--- config.mk ---
export PLATFORM = sky130hd
export DESIGN_NAME = stack_with_keyed_removal_core
export DESIGN_NICKNAME = d
export VERILOG_FILES = /design/src/hdl/swkr_pkg.sv /design/src/hdl/swkr_mem.sv /design/src/hdl/swkr_ctrl.sv /design/src/hdl/stack_with_keyed_removal_core.sv
export SDC_FILE = /design/constraint.sdc
export NUM_CORES = 2
export LEC_CHECK = 0
export BUFFER_PORTS_ARGS = -buffer_cell sky130_fd_sc_hd__clkbuf_2
export CORE_MARGIN = 4
export CORE_UTILIZATION = 47
export CTS_CLUSTER_SIZE = 40
export DETAILED_ROUTE_END_ITERATION = 8
export PLACE_DENSITY = 0.7
export SLEW_MARGIN = 20
export SYNTH_ARGS = -nofsm -noshare
export SYNTH_HDL_FRONTEND = slang
export SYNTH_SLANG_ARGS = --single-unit
--- constraint.sdc ---
create_clock -name clk -period 10.69 [get_ports clk]
set_input_delay 0.5345 -clock clk [delete_from_list [all_inputs] [get_ports clk]]
set_output_delay 0.5345 -clock clk [all_outputs]
set_load 0.03 [all_outputs]
--- src/hdl/swkr_pkg.sv ---
// shared types and constants for the keyed-removal stack
// no dependencies; imported by swkr_ctrl and stack_with_keyed_removal_core
`default_nettype none

package swkr_pkg;

  localparam int FIELD_W     = 32;
  localparam int COUNT_OUT_W = 5;

  localparam int DEPTH_DEF      = 16;
  localparam int KEY_BITS_DEF   = 32;
  localparam int VALUE_BITS_DEF = 32;

  typedef enum logic [1:0] {
    OP_PUSH   = 2'd0,
    OP_POP    = 2'd1,
    OP_SEARCH = 2'd2,
    OP_NOP    = 2'd3
  } op_t;

  typedef enum logic [1:0] {
    ST_OK       = 2'd0,
    ST_FULL     = 2'd1,
    ST_EMPTY    = 2'd2,
    ST_NOTFOUND = 2'd3
  } status_t;

  typedef enum logic [2:0] {
    S_IDLE,
    S_POP_RD,
    S_SCAN,
    S_SHIFT,
    S_DELIVER
  } state_t;

  typedef struct packed {
    status_t                  status;
    logic [FIELD_W-1:0]       key;
    logic [FIELD_W-1:0]       value;
    logic [COUNT_OUT_W-1:0]   count;
  } res_t;

endpackage

`default_nettype wire

--- src/hdl/swkr_mem.sv ---
// entry memory: one write port, one read port, registered read data
// depends on nothing but its parameters
`default_nettype none

module swkr_mem #(
  parameter int DEPTH = 16,
  parameter int WIDTH = 64
) (
  input  wire logic                     clk,
  input  wire logic                     we,
  input  wire logic [$clog2(DEPTH)-1:0] waddr,
  input  wire logic [WIDTH-1:0]         wdata,
  input  wire logic                     re,
  input  wire logic [$clog2(DEPTH)-1:0] raddr,
  output logic      [WIDTH-1:0]         rdata
);

  logic [WIDTH-1:0] mem [DEPTH];
  logic [WIDTH-1:0] rdata_r;

  always_ff @(posedge clk) begin
    if (we) begin
      mem[waddr] <= wdata;
    end
  end

  always_ff @(posedge clk) begin
    if (re) begin
      rdata_r <= mem[raddr];
    end
  end

  assign rdata = rdata_r;

endmodule

`default_nettype wire

--- src/hdl/swkr_ctrl.sv ---
// sequencer: push, pop, top-down key scan and shift-down removal
// uses swkr_pkg and drives one swkr_mem
`default_nettype none

module swkr_ctrl import swkr_pkg::*; #(
  parameter int DEPTH      = DEPTH_DEF,
  parameter int KEY_BITS   = KEY_BITS_DEF,
  parameter int VALUE_BITS = VALUE_BITS_DEF
) (
  input  wire logic               clk,
  input  wire logic               rst_n,
  input  wire logic               in_valid,
  output logic                    in_stall,
  input  wire logic [1:0]         in_op,
  input  wire logic [FIELD_W-1:0] in_key_in,
  input  wire logic [FIELD_W-1:0] in_value_in,
  output logic                    res_valid,
  input  wire logic               res_stall,
  output res_t                    res
);

  localparam int KW = (KEY_BITS < FIELD_W) ? KEY_BITS : FIELD_W;
  localparam int VW = (VALUE_BITS < FIELD_W) ? VALUE_BITS : FIELD_W;
  localparam int MW = KW + VW;
  localparam int AW = $clog2(DEPTH);
  localparam int CW = $clog2(DEPTH + 1);

  state_t        state_r, state_nxt;
  logic [CW-1:0] count_r, count_nxt;
  logic [AW-1:0] idx_r, idx_nxt;
  logic [KW-1:0] key_r, key_nxt;
  res_t          res_r, res_nxt;

  logic          mem_we, mem_re;
  logic [AW-1:0] mem_waddr, mem_raddr;
  logic [MW-1:0] mem_wdata, mem_rdata;
  logic [KW-1:0] rd_key;
  logic [VW-1:0] rd_val;

  logic          accept;
  op_t           op;
  logic          is_empty, is_full, match, at_top, shift_last, at_bottom;
  logic [AW-1:0] top_idx;

  swkr_mem #(
    .DEPTH (DEPTH),
    .WIDTH (MW)
  ) u_mem (
    .clk   (clk),
    .we    (mem_we),
    .waddr (mem_waddr),
    .wdata (mem_wdata),
    .re    (mem_re),
    .raddr (mem_raddr),
    .rdata (mem_rdata)
  );

  assign rd_key     = mem_rdata[MW-1:VW];
  assign rd_val     = mem_rdata[VW-1:0];
  assign op         = op_t'(in_op);
  assign in_stall   = (state_r != S_IDLE);
  assign accept     = in_valid && (state_r == S_IDLE);
  assign is_empty   = (count_r == '0);
  assign is_full    = (count_r == CW'(DEPTH));
  assign top_idx    = AW'(count_r - CW'(1));
  assign match      = (rd_key == key_r);
  assign at_top     = ((CW'(idx_r) + CW'(1)) == count_r);
  assign at_bottom  = (idx_r == '0);
  assign shift_last = ((CW'(idx_r) + CW'(2)) == count_r);
  assign res_valid  = (state_r == S_DELIVER);
  assign res        = res_r;

  // next state
  always_comb begin
    state_nxt = state_r;
    unique case (state_r)
      S_IDLE: begin
        if (accept) begin
          unique case (op)
            OP_POP:    state_nxt = is_empty ? S_DELIVER : S_POP_RD;
            OP_SEARCH: state_nxt = is_empty ? S_DELIVER : S_SCAN;
            default:   state_nxt = S_DELIVER;
          endcase
        end
      end
      S_POP_RD: state_nxt = S_DELIVER;
      S_SCAN: begin
        if (match) begin
          state_nxt = at_top ? S_DELIVER : S_SHIFT;
        end else if (at_bottom) begin
          state_nxt = S_DELIVER;
        end
      end
      S_SHIFT: begin
        if (shift_last) begin
          state_nxt = S_DELIVER;
        end
      end
      S_DELIVER: begin
        if (!res_stall) begin
          state_nxt = S_IDLE;
        end
      end
      default: state_nxt = S_IDLE;
    endcase
  end

  // memory control and datapath
  always_comb begin
    mem_we    = 1'b0;
    mem_waddr = idx_r;
    mem_wdata = mem_rdata;
    mem_re    = 1'b0;
    mem_raddr = top_idx;
    count_nxt = count_r;
    idx_nxt   = idx_r;
    key_nxt   = key_r;
    res_nxt   = res_r;
    unique case (state_r)
      S_IDLE: begin
        if (accept) begin
          res_nxt = '{status: ST_OK, key: '0, value: '0,
                      count: COUNT_OUT_W'(count_r)};
          unique case (op)
            OP_PUSH: begin
              if (is_full) begin
                res_nxt.status = ST_FULL;
              end else begin
                mem_we        = 1'b1;
                mem_waddr     = AW'(count_r);
                mem_wdata     = {in_key_in[KW-1:0], in_value_in[VW-1:0]};
                count_nxt     = count_r + CW'(1);
                res_nxt.count = COUNT_OUT_W'(count_nxt);
              end
            end
            OP_POP: begin
              if (is_empty) begin
                res_nxt.status = ST_EMPTY;
              end else begin
                mem_re = 1'b1;
              end
            end
            OP_SEARCH: begin
              if (is_empty) begin
                res_nxt.status = ST_EMPTY;
              end else begin
                mem_re  = 1'b1;
                idx_nxt = top_idx;
                key_nxt = in_key_in[KW-1:0];
              end
            end
            default: ;
          endcase
        end
      end
      S_POP_RD: begin
        count_nxt     = count_r - CW'(1);
        res_nxt.key   = FIELD_W'(rd_key);
        res_nxt.value = FIELD_W'(rd_val);
        res_nxt.count = COUNT_OUT_W'(count_nxt);
      end
      S_SCAN: begin
        if (match) begin
          res_nxt.value = FIELD_W'(rd_val);
          if (at_top) begin
            count_nxt     = count_r - CW'(1);
            res_nxt.count = COUNT_OUT_W'(count_nxt);
          end else begin
            // first entry above the hit moves down next
            mem_re    = 1'b1;
            mem_raddr = AW'(CW'(idx_r) + CW'(1));
          end
        end else if (at_bottom) begin
          res_nxt.status = ST_NOTFOUND;
        end else begin
          mem_re    = 1'b1;
          mem_raddr = idx_r - AW'(1);
          idx_nxt   = idx_r - AW'(1);
        end
      end
      S_SHIFT: begin
        // read data is entry idx+1, lands in slot idx
        mem_we = 1'b1;
        if (shift_last) begin
          count_nxt     = count_r - CW'(1);
          res_nxt.count = COUNT_OUT_W'(count_nxt);
        end else begin
          mem_re    = 1'b1;
          mem_raddr = AW'(CW'(idx_r) + CW'(2));
          idx_nxt   = AW'(CW'(idx_r) + CW'(1));
        end
      end
      default: ;
    endcase
  end

  always_ff @(posedge clk) begin
    if (!rst_n) begin
      state_r <= S_IDLE;
      count_r <= '0;
    end else begin
      state_r <= state_nxt;
      count_r <= count_nxt;
    end
  end

  always_ff @(posedge clk) begin
    idx_r <= idx_nxt;
    key_r <= key_nxt;
    res_r <= res_nxt;
  end

endmodule

`default_nettype wire

--- src/hdl/stack_with_keyed_removal_core.sv ---
// flow: push, no-op and full/empty results go from accept to the deliver state, then to
// the output register; pop passes a memory read state first; search scans entries from the
// top, shifts entries above the hit down, then delivers; a new item waits for idle;
// one entry memory with a single read port sets the pace, one entry per cycle
// reset: synchronous active-low rst_n empties the stack and drops any pending result;
// stored entries are not cleared, slots above the count are never read
`default_nettype none

module stack_with_keyed_removal_core import swkr_pkg::*; #(
  parameter int DEPTH      = DEPTH_DEF,
  parameter int KEY_BITS   = KEY_BITS_DEF,
  parameter int VALUE_BITS = VALUE_BITS_DEF
) (
  input  wire logic                   clk,
  input  wire logic                   rst_n,
  // input channel
  input  wire logic                   in_valid,
  output logic                        in_stall,
  input  wire logic [1:0]             in_op,
  input  wire logic [FIELD_W-1:0]     in_key_in,
  input  wire logic [FIELD_W-1:0]     in_value_in,
  // result channel
  output logic                        out_valid,
  input  wire logic                   out_stall,
  output logic [1:0]                  out_status,
  output logic [FIELD_W-1:0]          out_key_out,
  output logic [FIELD_W-1:0]          out_value_out,
  output logic [COUNT_OUT_W-1:0]      out_count_out
);

  // result beat handed from the sequencer to the output register
  logic res_valid;
  logic res_stall;
  res_t res;

  // output register state
  logic out_valid_r;
  res_t out_r;
  logic out_load;

  swkr_ctrl #(
    .DEPTH      (DEPTH),
    .KEY_BITS   (KEY_BITS),
    .VALUE_BITS (VALUE_BITS)
  ) u_ctrl (
    .clk         (clk),
    .rst_n       (rst_n),
    .in_valid    (in_valid),
    .in_stall    (in_stall),
    .in_op       (in_op),
    .in_key_in   (in_key_in),
    .in_value_in (in_value_in),
    .res_valid   (res_valid),
    .res_stall   (res_stall),
    .res         (res)
  );

  // the output register frees the sequencer: it can take the next beat
  // while a finished result still waits here for the consumer
  assign res_stall = out_valid_r && out_stall;
  assign out_load  = res_valid && !res_stall;

  always_ff @(posedge clk) begin
    if (!rst_n) begin
      out_valid_r <= 1'b0;
    end else if (out_load) begin
      out_valid_r <= 1'b1;
    end else if (!out_stall) begin
      out_valid_r <= 1'b0;
    end
  end

  // payload needs no reset, qualified by out_valid_r
  always_ff @(posedge clk) begin
    if (out_load) begin
      out_r <= res;
    end
  end

  assign out_valid     = out_valid_r;
  assign out_status    = out_r.status;
  assign out_key_out   = out_r.key;
  assign out_value_out = out_r.value;
  assign out_count_out = out_r.count;

endmodule

`default_nettype wire
; ---- Word-level counts from Yosys, hierarchy flattened
; Memories as Yosys holds them, arrays and structs flattened. A register that Yosys moved wholly into a read port is not among the register bits.
; Index checks and enable logic that the tools add are counted.
[word_totals]
regBits = 187
ram_bits = 1024
in_bits = 70
out_inout_bits = 73
memories = 1
[classes]
n_addsub = 5
eq_ne = 23
n_mux = 64
n_bitwise = 1
n_reduce_logical = 22
[memory_table]
columns = name, words, word_bits, rd, rd_ports_with_merged_regs, write_ports, line
row1 = u_ctrl.u_mem.mem, 16, 64, 1, 1, 1, swkr_mem.sv:18  ; logic [WIDTH-1:0] mem [DEPTH];
[ops]
columns = operator, n
row1 = two-way mux 64 bit, 4
row2 = case mux 32 bit (3 select lines), 1
row3 = two-way mux 71 bit, 1
row4 = case mux 32 bit (2 select lines), 1
row5 = two-way mux 4 bit, 14
row6 = case mux 5 bit (4 select lines), 2
row7 = two-way mux 37 bit, 1
row8 = == test 32 bit, 1
row9 = two-way mux 5 bit, 6
row10 = two-way mux 3 bit, 8
row11 = two-way mux 1 bit, 15
row12 = case mux 3 bit (5 select lines), 1
row13 = != test 2 x 1 -> 1 bit (second input constant), 6
row14 = != test 2 bit (second input constant), 6
row15 = case mux 4 bit (3 select lines), 1
row16 = AND reduction 4 bit, 3
row17 = == test 5 bit, 2
row18 = nonzero test 3 bit, 3
row19 = case mux 2 bit (2 select lines), 2
row20 = case mux 4 bit (2 select lines), 1
row21 = AND reduction 7 bit, 1
row22 = == test 3 x 2 -> 1 bit (second input constant), 2
row23 = two-way mux 2 bit, 3
row24 = case mux 3 bit (2 select lines), 1
row25 = other kinds (26), 29

; ---- Longest topological paths before layout
[logic_depth]
word_depth = 7
ltp_mapped = 16

; ---- By module
; From an unflattened synthesis, not the netlist that was laid out.
[hier_totals]
hier_cells = 2234
area_unflattened_um2 = 48749.3
[by_module_without_submodules]
columns = mod, n_inst, cells_per_inst, area_per_inst_um2, seq_area_each_um2
row1 = swkr_mem, 1, 1647, 40223.6, 32671.3
row2 = swkr_ctrl, 1, 512, 6351.1, 3373.2
row3 = stack_with_keyed_removal_core, 1, 75, 2174.6, 2152.1

; ---- Worst setup path before layout
; Ideal clock, no wire load.
[synth_timing]
kind = reg2reg
from = reg u_ctrl.idx_r[0]
to = reg u_ctrl.u_mem.rdata_r[0] (netlist: u_ctrl.u_mem.rdata[0]) (read register of u_ctrl.u_mem.mem) (enable)
setup_time_ps = 574
t_arrival_ps = 5956
t_required_ps = 10116
setup_slack_ps = 4160
path_stages_with_launch = 8
path_cell_list = edfxtp_1 -> clkbuf_1 -> inv_1 -> ha_1 -> xnor2_1 -> o221ai_4 -> mux2i_1 -> o21ai_0
[synth_between]
elab_chain_cells = 5
[synth_rtl]
columns = element, line
row1 = "start, declared", swkr_ctrl.sv:30  ; logic [AW-1:0] idx_r, idx_nxt;
row2 = "start signal, assigned", swkr_ctrl.sv:208  ; idx_r <= idx_nxt;
row3 = adder 4 x 1 -> 5 bit, swkr_ctrl.sv:67  ; assign at_top = ((CW'(idx_r) + CW'(1)) == count_r);
row4 = == test 5 bit, swkr_ctrl.sv:67
row5 = two-way mux 1 bit, swkr_ctrl.sv:165  ; if (at_top) begin
row6 = two-way mux 1 bit, swkr_ctrl.sv:163  ; if (match) begin
row7 = case mux 1 bit (3 select lines) (*), swkr_ctrl.sv:119  ; unique case (state_r)
row8 = via u_ctrl.mem_re, swkr_ctrl.sv:34  ; logic mem_we, mem_re;
row9 = "end, declared", swkr_mem.sv:19  ; logic [WIDTH-1:0] rdata_r;
; Mark *: on every way through the listed nets, which the timed path passes. The rest lies on a longest branch.
; A chain may end at the register's enable or synchronous reset.

; ---- Worst setup path in the final report
[layout_timing]
from = reg u_ctrl.count_r[0]
to = mem u_ctrl.u_mem.mem[7][3] (enable)
[layout_between]
elab_chain_cells = 7
[layout_rtl]
columns = element, line
row1 = "start, declared", swkr_ctrl.sv:29  ; logic [CW-1:0] count_r, count_nxt;
row2 = "start signal, assigned", swkr_ctrl.sv:203  ; count_r <= count_nxt;
row3 = == test 5 bit, swkr_ctrl.sv:64  ; assign is_full = (count_r == CW'(DEPTH));
row4 = two-way mux 1 bit, swkr_ctrl.sv:126  ; if (is_full) begin
row5 = two-way mux 1 bit, swkr_ctrl.sv:124  ; unique case (op)
row6 = two-way mux 1 bit, swkr_ctrl.sv:121  ; if (accept) begin
row7 = case mux 1 bit (2 select lines), swkr_ctrl.sv:119
row8 = two-way mux 1 bit, swkr_mem.sv:22  ; if (we) begin
row9 = two-way mux 1 bit (not written as such), swkr_mem.sv:23  ; mem[waddr] <= wdata;
row10 = "end, declared", swkr_mem.sv:18
; Several ways; a longest one is shown, not always the timed one.

==> impl_metrics.json <==
{
  "outcome": "complete, no violations",
  "met3_usage_pct": 4.32,
  "fin_crit_sh_pct": 51.1,
  "p_leak_uw": 0.0195,
  "muxShareOfSynthArea_pct": 2.88,
  "synthSimpleGateAreaFrac_pct": 9.68,
  "clock_latency_ps": 750,
  "r2r_cells": 9,
  "grt_pass1_vias": 28400,
  "synth_top_area_share_pct": 76.0,
  "drive_above_1_share_pct": 13.4,
  "grt_first_pass_wirelength_um": 186000,
  "n_fill_cell": 8322,
  "critPathRequiredTime_ps": 11040,
  "vias_per_cell": 5.98,
  "wl_um": 127000,
  "core_area_mm2": 0.105,
  "holdPathStages": 1,
  "start_util_pct": 47.4,
  "gp_congestion": 0.811,
  "hp-start": "in_key_in[20]",
  "num_rows": 119,
  "fin_worst_skew_ps": 35.5,
  "synth-seq-area-share_pct": 76.4,
  "grt_setup_unrepaired": "false",
  "antenna_found_initial": 6,
  "die_area_mm2": 0.112,
  "grtUsageTotal_pct": 22.3,
  "design_area_mm2": 0.0564,
  "maxSlewHeadroom_pct": 21.8,
  "cts_root_buf": "clkbuf_16",
  "rr_startpoint": "u_ctrl.count_r[0]$_SDFFE_PN0P_",
  "clk_pin_slew_ps": 60,
  "numPortBuffers": 142,
  "grt-busiest-layer": "met2",
  "synth.distinct_cells": 56,
  "hold_viol": 0,
  "cp_top_family": "buffers and inverters",
  "drv_cap": 0,
  "ys_ff_latch": 1275,
  "seqCellArea_mm2": 0.0382,
  "detail_route.wl_per_cell_um": 25.4,
  "vias": 29800,
  "start_kind": "register",
  "grt_use_met2_pct": 35.0,
  "cts_num_sinks": 1275,
  "place_area_mm2": 0.0522,
  "postSynth.asyncResetShare_pct": 0,
  "netlist_instances": 3373,
  "drc": 0,
  "overflow": 0,
  "cts_tree": "done",
  "hold-path-endpoint": "u_ctrl.key_r[20]$_DFFE_PP_",
  "setup_tns_ps": 0,
  "yosysTopAreaCell": "edfxtp_1",
  "drv_slew": 0,
  "die_w_um": 334,
  "cts_resized": 0,
  "setup_viol": 0,
  "crit_chain": "inv_1, ha_1, nand3_1, nand4_1, buf_4, buf_4, a31oi_1, nor2_4, buf_4",
  "syn_avg_cell_area_um2": 14.8,
  "synth_top_family_by_area": "simple AND/OR/NAND/NOR gates",
  "synth_xor_area_share_pct": 0.921,
  "ant_nets": 0,
  "arrival_ps": 5810,
  "hold_path.class": "in2reg",
  "synth_compound_area_share_pct": 7.75,
  "synth-edff-count": 1266,
  "crit_buf_inv": 4,
  "multi_input_area_mm2": 0.0110,
  "syn_nets": 3455,
  "power_density_mw_per_mm2": 198,
  "postCtsSetupRepairBufs": 0,
  "layout_common_cells": "1266 x edfxtp_1, 799 x nand2_1, 200 x nand3_1",
  "synthTopCellsByArea": "edfxtp_1 76%, nand2_1 6.0%, nand3_1 2.0%, mux2_2 1.5%, a21oi_1 1.4%",
  "drt_iter0_drc": 4259,
  "max_freq_ghz": 0.183,
  "cts_buffers": 130,
  "r2r_setup_slack_ps": 5220,
  "htreeDepth": 4,
  "final_common_cell": "edfxtp_1",
  "yosysWarnings": 0,
  "use_met1_pct": 32.0,
  "grt_start_max_net_pins": 216,
  "post-route-min-period_ps": 5470,
  "crit_top_cell": "buf_4",
  "first_pass_iters": 5,
  "worstSetupPathType": "reg2reg",
  "place_hpwl_um": 63100,
  "io-pin-count": 143,
  "crit_fanout": 45,
  "synthFlopType": "edfxtp_1",
  "chipHeight_um": 334,
  "r2r_end": "u_ctrl.u_mem.mem[7][3]$_DFFE_PP_",
  "worstSetupEndpointType": "register",
  "cpPeakStageDelay_ps": 950,
  "areaGrowthSynthToFinish_pct": 12.7,
  "tightest_slew_ps": 1170,
  "cp_slowest_cell": "nor2_4",
  "synth_area_mm2": 0.0500,
  "ir_worst_vdd_uv": 171,
  "cts.path.max_buffers": 3,
  "synth-adder-area-share_pct": 0.300,
  "layout.nets": 3575
}
==> worst reg2reg max path: stages (launching register included) <==
cell	delay, ps
dfxtp_1	490
inv_1	270
ha_1	240
nand3_1	150
nand4_1	150
buf_4	510
buf_4	850
a31oi_1	550
nor2_4	950
buf_4	890
==> worst max-delay path by stage <==
| stage | endpoint | slack (ps) | cells past startpoint | start |
|---|---|---|---|---|
| global route | u_ctrl.u_mem.mem[7][3]$_DFFE_PP_ | 5010 | 9 | u_ctrl.count_r[0]$_SDFFE_PN0P_ |
| finish | u_ctrl.u_mem.mem[7][3]$_DFFE_PP_ | 5220 | 9 | u_ctrl.count_r[0]$_SDFFE_PN0P_ |
| floorplan | u_ctrl.u_mem.rdata[0]$_DFFE_PP_ | 4160 | 7 | u_ctrl.idx_r[0]$_DFFE_PP_ |
| global placement | u_ctrl.u_mem.rdata[54]$_DFFE_PP_ | 5320 | 12 | u_ctrl.u_mem.rdata[62]$_DFFE_PP_ |
| detailed placement | u_ctrl.u_mem.mem[7][12]$_DFFE_PP_ | 5230 | 9 | u_ctrl.count_r[0]$_SDFFE_PN0P_ |
| CTS | u_ctrl.u_mem.mem[7][15]$_DFFE_PP_ | 5190 | 9 | u_ctrl.count_r[0]$_SDFFE_PN0P_ |
==> routing by layer <==
layer / part of all wire, % / up-vias
met5: 0.010 / -
met4: 2.4 / 2
met3: 9.9 / 216
met2: 47 / 1605
met1: 41 / 15000
li1: - / 13000
==> layout make-up <==
| type | count | area share [%] |
|---|---|---|
| Clock buffer | 160 | 6.03 |
| Inverter | 15 | 0.0999 |
| Multi-Input combinational cell | 1867 | 19.5 |
| Sequential cell | 1275 | 67.8 |
| Clock inverter | 73 | 1.24 |
| Antenna cell | 2 | 0.00888 |
| Timing Repair Buffer | 204 | 2.23 |
| Tap cell | 1391 | 3.09 |
==> synth_stat cells (15+ instances only) <==
master and instances:
a211o_1 66, a21oi_1 144, a221oi_1 66, a31oi_1 71
a32o_1 64, a32oi_1 64, and2_1 39, buf_1 18
buf_2 70, clkbuf_1 111, edfxtp_1 1266, inv_1 15
mux2_2 65, mux2i_1 71, nand2_1 800, nand3_1 200
nor2_1 40, nor2b_1 37, xnor2_1 46
==> registers in the layout (all words and copies together), names as in the netlist <==
name / count
u_ctrl.res: 71
out_valid: 1
u_ctrl.state_r: 3
u_ctrl.u_mem.rdata: 64
out_status: 2
u_ctrl.u_mem.mem: 1024
out_key_out: 32
u_ctrl.idx_r: 4
out_value_out: 32
u_ctrl.key_r: 32
u_ctrl.count_r: 5
out_count_out: 5
==> cells by family (layout without fill, tap and decap cells) <==
logic type | after synthesis | count (layout)
buffers and inverters | 231 | 452
AO/OA/AOI/OAI | 519 | 519
AND/OR/NAND/NOR | 1149 | 1149
XOR/XNOR | 51 | 51
other | 0 | 2
flip-flops | 1275 | 1275
multiplexers | 136 | 136
adder cells (fa/ha/maj) | 12 | 12
==> through the flow <==
| stage | instances | power, uW | util (%) | hold WS (ps) | setup WS [ps] |
|---|---|---|---|---|---|
| 2_1_floorplan | 3373 | 6530 | - | 400 | 4160 |
| 3_3_place_gp | 4744 | 6840 | 49.5 | 401 | 5320 |
| 3_5_place_dp | 4744 | 6860 | 49.5 | 405 | 5230 |
| 4_1_cts | 4985 | 11200 | 53.4 | 2.06 | 5190 |
| 5_1_grt | 4985 | 11500 | 53.5 | 5.37 | 5010 |
| 6_report | 4987 | 11100 | 53.5 | 33.7 | 5220 |
==> where the power goes <==
group          switching [uW]  internal (uW)
Clock                    1910           2460
Combinational             759            342
Sequential               34.8           5630
Total                    2700           8430
==> repair_timing <==
action,in CTS,in global routing
hold buffers,8,0
endpoints found under the hold margin,8,0
endpoints found under the setup margin,0,0
No activity file was read; power rests on OpenSTA's default activity.
